==> src/rtl/cfhb_pkg.sv <==
`default_nettype none

package cfhb_pkg;

  localparam int HIST_DEPTH = 32;
  localparam int HIST_AW    = $clog2(HIST_DEPTH);
  localparam int SAMPLE_W   = 16;
  localparam int SUM_W      = SAMPLE_W + 1;
  localparam int PROD_W     = SUM_W + SAMPLE_W;
  localparam int COEF_W     = 64;
  localparam int NUM_TAPS   = 16;
  localparam int TAP_AW     = $clog2(NUM_TAPS);
  localparam int NUM_GROUPS = 4;
  localparam int CFG_IDX_W  = 3;
  localparam int PC_W       = 5;

  localparam logic [CFG_IDX_W-1:0] CFG_MODE   = 3'd0;
  localparam logic [CFG_IDX_W-1:0] CFG_COEF_0 = 3'd1;
  localparam logic [CFG_IDX_W-1:0] CFG_COEF_3 = 3'd4;

  localparam logic [PC_W-1:0] PC_WAIT     = 5'd0;
  localparam logic [PC_W-1:0] PC_FIR_0    = 5'd1;
  localparam logic [PC_W-1:0] PC_FIR_LAST = 5'd16;
  localparam logic [PC_W-1:0] PC_FIR_DONE = 5'd20;
  localparam logic [PC_W-1:0] PC_HB_0     = 5'd21;
  localparam logic [PC_W-1:0] PC_HB_LAST  = 5'd24;
  localparam logic [PC_W-1:0] PC_HB_CTR   = 5'd25;
  localparam logic [PC_W-1:0] PC_HB_DONE  = 5'd29;

  typedef enum logic [1:0] {
    OP_NOP,
    OP_WAIT,
    OP_MAC,
    OP_FINISH
  } op_t;

  typedef struct packed {
    op_t                op;
    logic               jmp_mode;
    logic [PC_W-1:0]    target;
    logic [HIST_AW-1:0] off_a;
    logic [HIST_AW-1:0] off_b;
    logic               b_en;
    logic               unscaled;
    logic [TAP_AW-1:0]  tap_idx;
    logic               push_second;
  } ctrl_t;

  function automatic ctrl_t ucode_rom(input logic [PC_W-1:0] pc);
    ctrl_t           w;
    logic [PC_W-1:0] j;
    logic [PC_W-1:0] k;
    w = '0;
    j = PC_W'(pc - PC_FIR_0);
    k = PC_W'(pc - PC_HB_0);
    if (pc == PC_WAIT) begin
      w.op       = OP_WAIT;
      w.jmp_mode = 1'b1;
      w.target   = PC_HB_0;
    end else if (pc >= PC_FIR_0 && pc <= PC_FIR_LAST) begin
      w.op      = OP_MAC;
      w.tap_idx = j[TAP_AW-1:0];
      if (j == 5'd15) begin
        w.off_a = 5'd16;
        w.b_en  = 1'b0;
      end else begin
        w.off_a = 5'(j + 5'd1);
        w.off_b = 5'(5'd31 - j);
        w.b_en  = 1'b1;
      end
    end else if (pc == PC_FIR_DONE) begin
      w.op     = OP_FINISH;
      w.target = PC_WAIT;
    end else if (pc >= PC_HB_0 && pc <= PC_HB_LAST) begin
      w.op      = OP_MAC;
      w.tap_idx = k[TAP_AW-1:0];
      w.off_a   = 5'(5'd17 + (k << 1));
      w.off_b   = 5'(5'd31 - (k << 1));
      w.b_en    = 1'b1;
    end else if (pc == PC_HB_CTR) begin
      w.op       = OP_MAC;
      w.off_a    = 5'd24;
      w.unscaled = 1'b1;
    end else if (pc == PC_HB_DONE) begin
      w.op          = OP_FINISH;
      w.target      = PC_WAIT;
      w.push_second = 1'b1;
    end else begin
      w.op = OP_NOP;
    end
    return w;
  endfunction

endpackage

`default_nettype wire

==> src/rtl/complex_symmetric_fir_halfband_q15.sv <==
// Complex Q15 folded symmetric FIR and halfband decimator. A small microcode
// program steps one shared complex multiply-accumulate datapath over the folded
// taps, reading two history entries a cycle from a 32-entry circular buffer.
// A FIR word (one sample) runs from acceptance to a registered result through
// the 16 folded taps, a drain of the read/add/multiply/accumulate pipeline and
// one output step. A halfband word (two samples) runs through four taps, the
// unscaled centre entry, the same drain and the output step, which also pushes
// the second sample. A new word is taken only in the wait step, after the output
// step of the last one. The output step holds while an earlier result still
// waits on the output. The next word is accepted the cycle after a result is
// registered, while that result still waits on the output. Each product is
// floored by 2^15 and the sum wraps to 16 bits; history is zero after reset.
`default_nettype none

module complex_symmetric_fir_halfband_q15 (
  input  wire logic                 clk,
  input  wire logic                 rst_n,
  input  wire logic                 in_valid,
  output logic                      in_ready,
  input  wire logic signed [15:0]   in_first_re,
  input  wire logic signed [15:0]   in_first_im,
  input  wire logic signed [15:0]   in_second_re,
  input  wire logic signed [15:0]   in_second_im,
  output logic                      out_valid,
  input  wire logic                 out_ready,
  output logic signed [15:0]        out_result_re,
  output logic signed [15:0]        out_result_im,
  input  wire logic                 cfg_wr_en,
  input  wire logic [2:0]           cfg_index,
  input  wire logic [63:0]          cfg_data
);

  import cfhb_pkg::*;

  logic                         mode_r;
  logic [COEF_W-1:0]            coef_r [NUM_GROUPS];
  logic [PC_W-1:0]              pc_r;
  ctrl_t                        ctrl;
  logic                         in_fire;
  logic                         fin_go;
  logic                         push_go;
  logic [HIST_AW-1:0]           wptr_r;
  logic [HIST_DEPTH-1:0]        hist_vld_r;
  logic [2*SAMPLE_W-1:0]        hist_mem [HIST_DEPTH];
  logic [2*SAMPLE_W-1:0]        wr_data;
  logic [HIST_AW-1:0]           addr_a;
  logic [HIST_AW-1:0]           addr_b;
  logic signed [SAMPLE_W-1:0]   tap_val;
  logic signed [SAMPLE_W-1:0]   sec_re_r;
  logic signed [SAMPLE_W-1:0]   sec_im_r;

  logic [2*SAMPLE_W-1:0]        rd_a_r;
  logic [2*SAMPLE_W-1:0]        rd_b_r;
  logic                         rd_a_vld_r;
  logic                         rd_b_vld_r;
  logic                         s1_mac_r;
  logic                         s1_b_en_r;
  logic                         s1_unscaled_r;
  logic signed [SAMPLE_W-1:0]   s1_tap_r;

  logic signed [SAMPLE_W-1:0]   a_re;
  logic signed [SAMPLE_W-1:0]   a_im;
  logic signed [SAMPLE_W-1:0]   b_re;
  logic signed [SAMPLE_W-1:0]   b_im;
  logic                         s2_mac_r;
  logic                         s2_unscaled_r;
  logic signed [SAMPLE_W-1:0]   s2_tap_r;
  logic signed [SUM_W-1:0]      sum_re_r;
  logic signed [SUM_W-1:0]      sum_im_r;

  logic                         s3_mac_r;
  logic signed [PROD_W-1:0]     prod_re_r;
  logic signed [PROD_W-1:0]     prod_im_r;
  logic signed [PROD_W-1:0]     prod_re_nxt;
  logic signed [PROD_W-1:0]     prod_im_nxt;

  logic [SAMPLE_W-1:0]          acc_re_r;
  logic [SAMPLE_W-1:0]          acc_im_r;
  logic                         out_valid_r;
  logic [SAMPLE_W-1:0]          out_re_r;
  logic [SAMPLE_W-1:0]          out_im_r;

  assign ctrl     = ucode_rom(pc_r);
  assign in_ready = (ctrl.op == OP_WAIT);
  assign in_fire  = in_valid && in_ready;
  assign fin_go   = (ctrl.op == OP_FINISH) && (!out_valid_r || out_ready);
  assign push_go  = in_fire || (fin_go && ctrl.push_second);
  assign wr_data  = in_fire ? {in_first_re, in_first_im} : {sec_re_r, sec_im_r};
  assign addr_a   = HIST_AW'(wptr_r + ctrl.off_a);
  assign addr_b   = HIST_AW'(wptr_r + ctrl.off_b);
  assign tap_val  = $signed(coef_r[ctrl.tap_idx[TAP_AW-1:2]][{ctrl.tap_idx[1:0], 4'b0000} +: SAMPLE_W]);

  always_ff @(posedge clk) begin
    if (!rst_n) begin
      mode_r <= 1'b0;
      for (int g = 0; g < NUM_GROUPS; g++) begin
        coef_r[g] <= '0;
      end
    end else if (cfg_wr_en) begin
      if (cfg_index == CFG_MODE) begin
        mode_r <= cfg_data[0];
      end else if (cfg_index >= CFG_COEF_0 && cfg_index <= CFG_COEF_3) begin
        coef_r[2'(cfg_index - CFG_COEF_0)] <= cfg_data;
      end
    end
  end

  // Sequencer: hold on wait and finish until their handshake goes through.
  always_ff @(posedge clk) begin
    if (!rst_n) begin
      pc_r <= PC_WAIT;
    end else begin
      unique case (ctrl.op)
        OP_WAIT: begin
          if (in_fire) begin
            pc_r <= (ctrl.jmp_mode && mode_r) ? ctrl.target : PC_W'(pc_r + 1'b1);
          end
        end
        OP_FINISH: begin
          if (fin_go) begin
            pc_r <= ctrl.target;
          end
        end
        default: begin
          pc_r <= PC_W'(pc_r + 1'b1);
        end
      endcase
    end
  end

  always_ff @(posedge clk) begin
    if (in_fire) begin
      sec_re_r <= in_second_re;
      sec_im_r <= in_second_im;
    end
  end

  always_ff @(posedge clk) begin
    if (!rst_n) begin
      wptr_r     <= '0;
      hist_vld_r <= '0;
    end else if (push_go) begin
      wptr_r             <= HIST_AW'(wptr_r + 1'b1);
      hist_vld_r[wptr_r] <= 1'b1;
    end
  end

  always_ff @(posedge clk) begin
    if (push_go) begin
      hist_mem[wptr_r] <= wr_data;
    end
    rd_a_r <= hist_mem[addr_a];
    rd_b_r <= hist_mem[addr_b];
  end

  always_ff @(posedge clk) begin
    if (!rst_n) begin
      s1_mac_r <= 1'b0;
      s2_mac_r <= 1'b0;
      s3_mac_r <= 1'b0;
    end else begin
      s1_mac_r <= (ctrl.op == OP_MAC);
      s2_mac_r <= s1_mac_r;
      s3_mac_r <= s2_mac_r;
    end
  end

  always_ff @(posedge clk) begin
    rd_a_vld_r    <= hist_vld_r[addr_a];
    rd_b_vld_r    <= hist_vld_r[addr_b];
    s1_b_en_r     <= ctrl.b_en;
    s1_unscaled_r <= ctrl.unscaled;
    s1_tap_r      <= tap_val;
  end

  assign a_re = rd_a_vld_r ? $signed(rd_a_r[2*SAMPLE_W-1:SAMPLE_W]) : '0;
  assign a_im = rd_a_vld_r ? $signed(rd_a_r[SAMPLE_W-1:0]) : '0;
  assign b_re = (rd_b_vld_r && s1_b_en_r) ? $signed(rd_b_r[2*SAMPLE_W-1:SAMPLE_W]) : '0;
  assign b_im = (rd_b_vld_r && s1_b_en_r) ? $signed(rd_b_r[SAMPLE_W-1:0]) : '0;

  always_ff @(posedge clk) begin
    sum_re_r      <= SUM_W'(a_re) + SUM_W'(b_re);
    sum_im_r      <= SUM_W'(a_im) + SUM_W'(b_im);
    s2_unscaled_r <= s1_unscaled_r;
    s2_tap_r      <= s1_tap_r;
  end

  // Centre entry: scale up by 2^15 so the common floor shift returns it intact.
  always_comb begin
    if (s2_unscaled_r) begin
      prod_re_nxt = $signed({sum_re_r[SUM_W-1], sum_re_r, 15'd0});
      prod_im_nxt = $signed({sum_im_r[SUM_W-1], sum_im_r, 15'd0});
    end else begin
      prod_re_nxt = sum_re_r * s2_tap_r;
      prod_im_nxt = sum_im_r * s2_tap_r;
    end
  end

  always_ff @(posedge clk) begin
    prod_re_r <= prod_re_nxt;
    prod_im_r <= prod_im_nxt;
  end

  always_ff @(posedge clk) begin
    if (in_fire) begin
      acc_re_r <= '0;
      acc_im_r <= '0;
    end else if (s3_mac_r) begin
      acc_re_r <= acc_re_r + prod_re_r[15 +: SAMPLE_W];
      acc_im_r <= acc_im_r + prod_im_r[15 +: SAMPLE_W];
    end
  end

  always_ff @(posedge clk) begin
    if (!rst_n) begin
      out_valid_r <= 1'b0;
    end else if (fin_go) begin
      out_valid_r <= 1'b1;
    end else if (out_ready) begin
      out_valid_r <= 1'b0;
    end
  end

  always_ff @(posedge clk) begin
    if (fin_go) begin
      out_re_r <= acc_re_r;
      out_im_r <= acc_im_r;
    end
  end

  assign out_valid     = out_valid_r;
  assign out_result_re = $signed(out_re_r);
  assign out_result_im = $signed(out_im_r);

endmodule

`default_nettype wire

==> config.mk <==
export PLATFORM = sky130hd
export DESIGN_NAME = complex_symmetric_fir_halfband_q15
export DESIGN_NICKNAME = d
export VERILOG_FILES = /design/src/rtl/cfhb_pkg.sv /design/src/rtl/complex_symmetric_fir_halfband_q15.sv
export SDC_FILE = /design/constraint.sdc
export NUM_CORES = 2
export LEC_CHECK = 0
export CELL_PAD_IN_SITES_DETAIL_PLACEMENT = 0
export CELL_PAD_IN_SITES_GLOBAL_PLACEMENT = 1
export CORE_ASPECT_RATIO = 0.7
export CORE_MARGIN = 2
export CORE_UTILIZATION = 50
export DETAILED_ROUTE_END_ITERATION = 8
export DONT_BUFFER_PORTS = 1
export PLACE_DENSITY_LB_ADDON = 0.25
export SETUP_SLACK_MARGIN = 0.5
export SYNTH_ARGS = -nofsm -noshare
export SYNTH_HDL_FRONTEND = slang
export SYNTH_SLANG_ARGS = --single-unit
==> constraint.sdc <==
create_clock -name clk -period 8.05 [get_ports clk]
set_input_delay 0.805 -clock clk [delete_from_list [all_inputs] [get_ports clk]]
set_output_delay 0.805 -clock clk [all_outputs]
set_load 0.03 [all_outputs]
==> flow_metrics.py <==
metrics = {
    "status": {
        "outcome": "finished, final reports clean",
    },
    "sta": {
        "max_slew_margin_pct": 15.24,
        "final.min_clock_period_ps": 7125,
        "fmax_ghz": 0.1403,
        "period_share_pct": 88.51,
        "slew_viol_final": 0,
        "setup-violations-final": 0,
        "rsz0062_at_grt": "no",
        "fin_skew_ps": 33.20,
        "tns_ps": 0,
        "hold_violations": 0,
        "worst_slew_pin_slew_ps": 1268,
    },
    "critical_path": {
        "path_cells": "nand2_1, fa_1, inv_1, fa_1, inv_1, fa_1, inv_1, fa_1, fa_1, inv_1, fa_1, inv_1, ha_1, o211ai_1, a21oi_1, nor2b_1, o32a_1, a211oi_1, a311oi_1, o31ai_1, xnor2_1, o21ai_0",
        "cp-start-kind": "flop",
        "cp_slowest_stage_delay_ps": 900,
        "end_kind": "flop",
        "critPathMaxFanout": 18,
        "path_class": "reg -> reg",
        "slowest_stage": "dfxtp_1",
        "crit_top_cell": "fa_1",
        "cp.required_ps": 8700,
        "arrival_ps": 7770,
        "critPathTopFamily": "adder cells",
        "crit_buf_inv": 5,
        "r2r_setup_slack_ps": 920,
    },
    "clocking": {
        "htreeDepth": 4,
        "clk_latency_ps": 820,
        "path_clk_slew_ps": 70,
        "cts_tree": "built",
        "ctsHoldBuffers": 0,
        "numClockSinks": 1590,
        "cts_resized": 0,
        "post-cts-setup-buffers": 0,
        "max-clock-path-buffers": 3,
        "clockRootBuffer": "clkbuf_16",
        "cts_buffers": 157,
    },
    "synthesis": {
        "postSynthAreaPerCell_um2": 14.44,
        "synth_top_cell_area_share_pct": 44.62,
        "synth_area_leaders": "edfxtp_1, mux4_2, fa_1",
        "synth_compound_area_share_pct": 3.368,
        "synth.most_common_cell": "edfxtp_1",
        "synth_fa_ha_area_share_pct": 14.95,
        "yosys.area_share.xor_xnor_pct": 1.094,
        "synthArstFlopShare_pct": 0,
        "seq_area_frac_synth_pct": 50.06,
        "synth_top_cell_by_area": "edfxtp_1",
        "synth_top_family_by_area": "multiplexers",
        "synthCells": 6264,
        "synth-edff-count": 1344,
        "synthesis.nets": 7164,
        "ys.flop_type": "edfxtp_1",
        "synth_simple_gate_area_share_pct": 8.688,
        "synthMuxAreaShare_pct": 17.59,
        "synthTopCellsByCount": "edfxtp_1, mux4_2, inv_1",
        "ys_warn_count": 0,
        "netlist_area_um2": 90450,
        "ys_seq_elements": 1590,
        "ys_types": 69,
    },
    "die": {
        "fp.dieW_um": 512.4,
        "die_h_um": 359.9,
        "num_rows": 130,
        "start_util_pct": 50.37,
        "die-area_um2": 184400,
        "core_area_um2": 179600,
        "io_pins": 170,
    },
    "power_and_ir_drop": {
        "p_leak_nw": 36.37,
        "power_mw": 40.71,
        "vdd_ir_drop_max_uv": 548.8,
        "powerDensity_nw_per_um2": 409.9,
    },
    "grt": {
        "grt_pass1_wl_um": 364600,
        "antenna_found_initial": 6,
        "grt_overflow": 0,
        "grt_util_all_layers_pct": 26.85,
        "grt_pass1_vias": 54124,
        "grt_max_degree": 129,
    },
    "place": {
        "port_buffers": 0,
        "dp_cells": 8443,
        "place_hpwl_um": 158000,
        "gp_congestion": 0.8512,
        "place_area_um2": 93930,
    },
    "cells_and_area": {
        "final_cells": 8733,
        "nets": 7126,
        "final_core_util_pct": 55.31,
        "drive_gt1_share_pct": 18.96,
        "syn2layout_area_growth_pct": 9.801,
        "fin_area_um2": 99320,
    },
    "drt": {
        "wl_per_cell_um": 27.91,
        "drtIter0Drc": 6154,
        "viasPerCell": 6.068,
        "drtAntennaViolNets": 0,
        "remaining_drc_errors": 0,
        "vias": 52993,
        "dr.pass1.iters": 6,
        "totalWireLength_um": 243800,
    },
    "hold_path": {
        "hp-class": "in -> reg",
    },
    "job": {
        "maxCapViolations": 0,
    },
}
## state kept, by name, summed over array words and instances, names as in the netlist, 17 cells and up
register	count
coef_r	256
rd_b_r	32
rd_a_r	32
sum_im_r	17
sum_re_r	17
hist_mem	1024
hist_vld_r	32
## worst paths after layout
| kind | end | depth (start not counted) | start |
|---|---|---|---|
| setup / recovery | prod_im_r[30] | 22 | s2_tap_r[9] |
| hold / removal | sec_re_r[10] | 0 | in_second_re[10] |
| setup reg to reg | prod_im_r[30] | 22 | s2_tap_r[9] |
| hold reg to reg | s2_unscaled_r | 0 | s1_unscaled_r |
## cell families (layout without fill, tap and decap cells)
group,count (synthesis),after routing
xor+xnor,113,113
compound gates,457,457
flops,1590,1590
buf+inv,1005,1096
fa+ha+maj,764,764
other cells,0,2
mux,756,756
simple gates,1579,1579
## layer usage
metal | up-vias | part of all wire (%) | GRT usage (%)
met3 | 266 | 9.9 | 5.553
met4 | 0 | 1.8 | 5.120
met1 | 27854 | 44 | 41.43
li1 | 22515 | - | -
met2 | 2358 | 44 | 39.71
met5 | - | 0 | 0
## cell type report
| class | count | area (um^2) |
|---|---|---|
| Sequential cell | 1590 | 45290 |
| Clock inverter | 85 | 1112 |
| Clock buffer | 203 | 4273 |
| Antenna cell | 2 | 5.005 |
| Fill cell | 14364 | 80260 |
| Timing Repair Buffer | 160 | 1451 |
| Inverter | 648 | 2435 |
| Multi-Input combinational cell | 3669 | 41780 |
| Tap cell | 2376 | 2973 |
## cells in the final DEF (no fill, tap or decap), types with 13 or more instances in the layout
cell type / instances
edfxtp_1: 1344
mux4_2: 660
inv_1: 645
and2_1: 611
nand2_1: 574
fa_1: 526
dfxtp_1: 243
ha_1: 235
nor2_1: 187
clkbuf_16: 158
buf_4: 140
a21oi_1: 111
a211oi_1: 89
xnor2_1: 78
o21ai_0: 70
mux2_2: 68
a31oi_1: 40
and3_1: 38
nor2_4: 36
a311oi_1: 36
clkbuf_1: 30
xor2_1: 29
mux2i_1: 28
nand3_1: 26
clkinv_1: 25
nand2b_1: 24
nor3_1: 24
a21o_1: 22
clkinv_2: 20
buf_12: 20
bufinv_16: 19
o31ai_1: 16
clkbuf_8: 15
or3_1: 13
## stage by stage
step	hold slack (ps)	setup slack [ps]
after CTS	23.34	1003
final	73.37	924.7
after global placement	311.3	914.7
after detailed placement	312.0	1020
after global routing	29.73	571.2
after floorplan	309.6	1387
## report_power, final
part / internal, mW / switching (mW) / total, mW
combinational: 9.72 / 12.3 / 22.0
sequential: 10.2 / 0.771 / 10.9
clock: 4.40 / 3.35 / 7.75
Note: power is estimated with default switching activity, not from simulation.
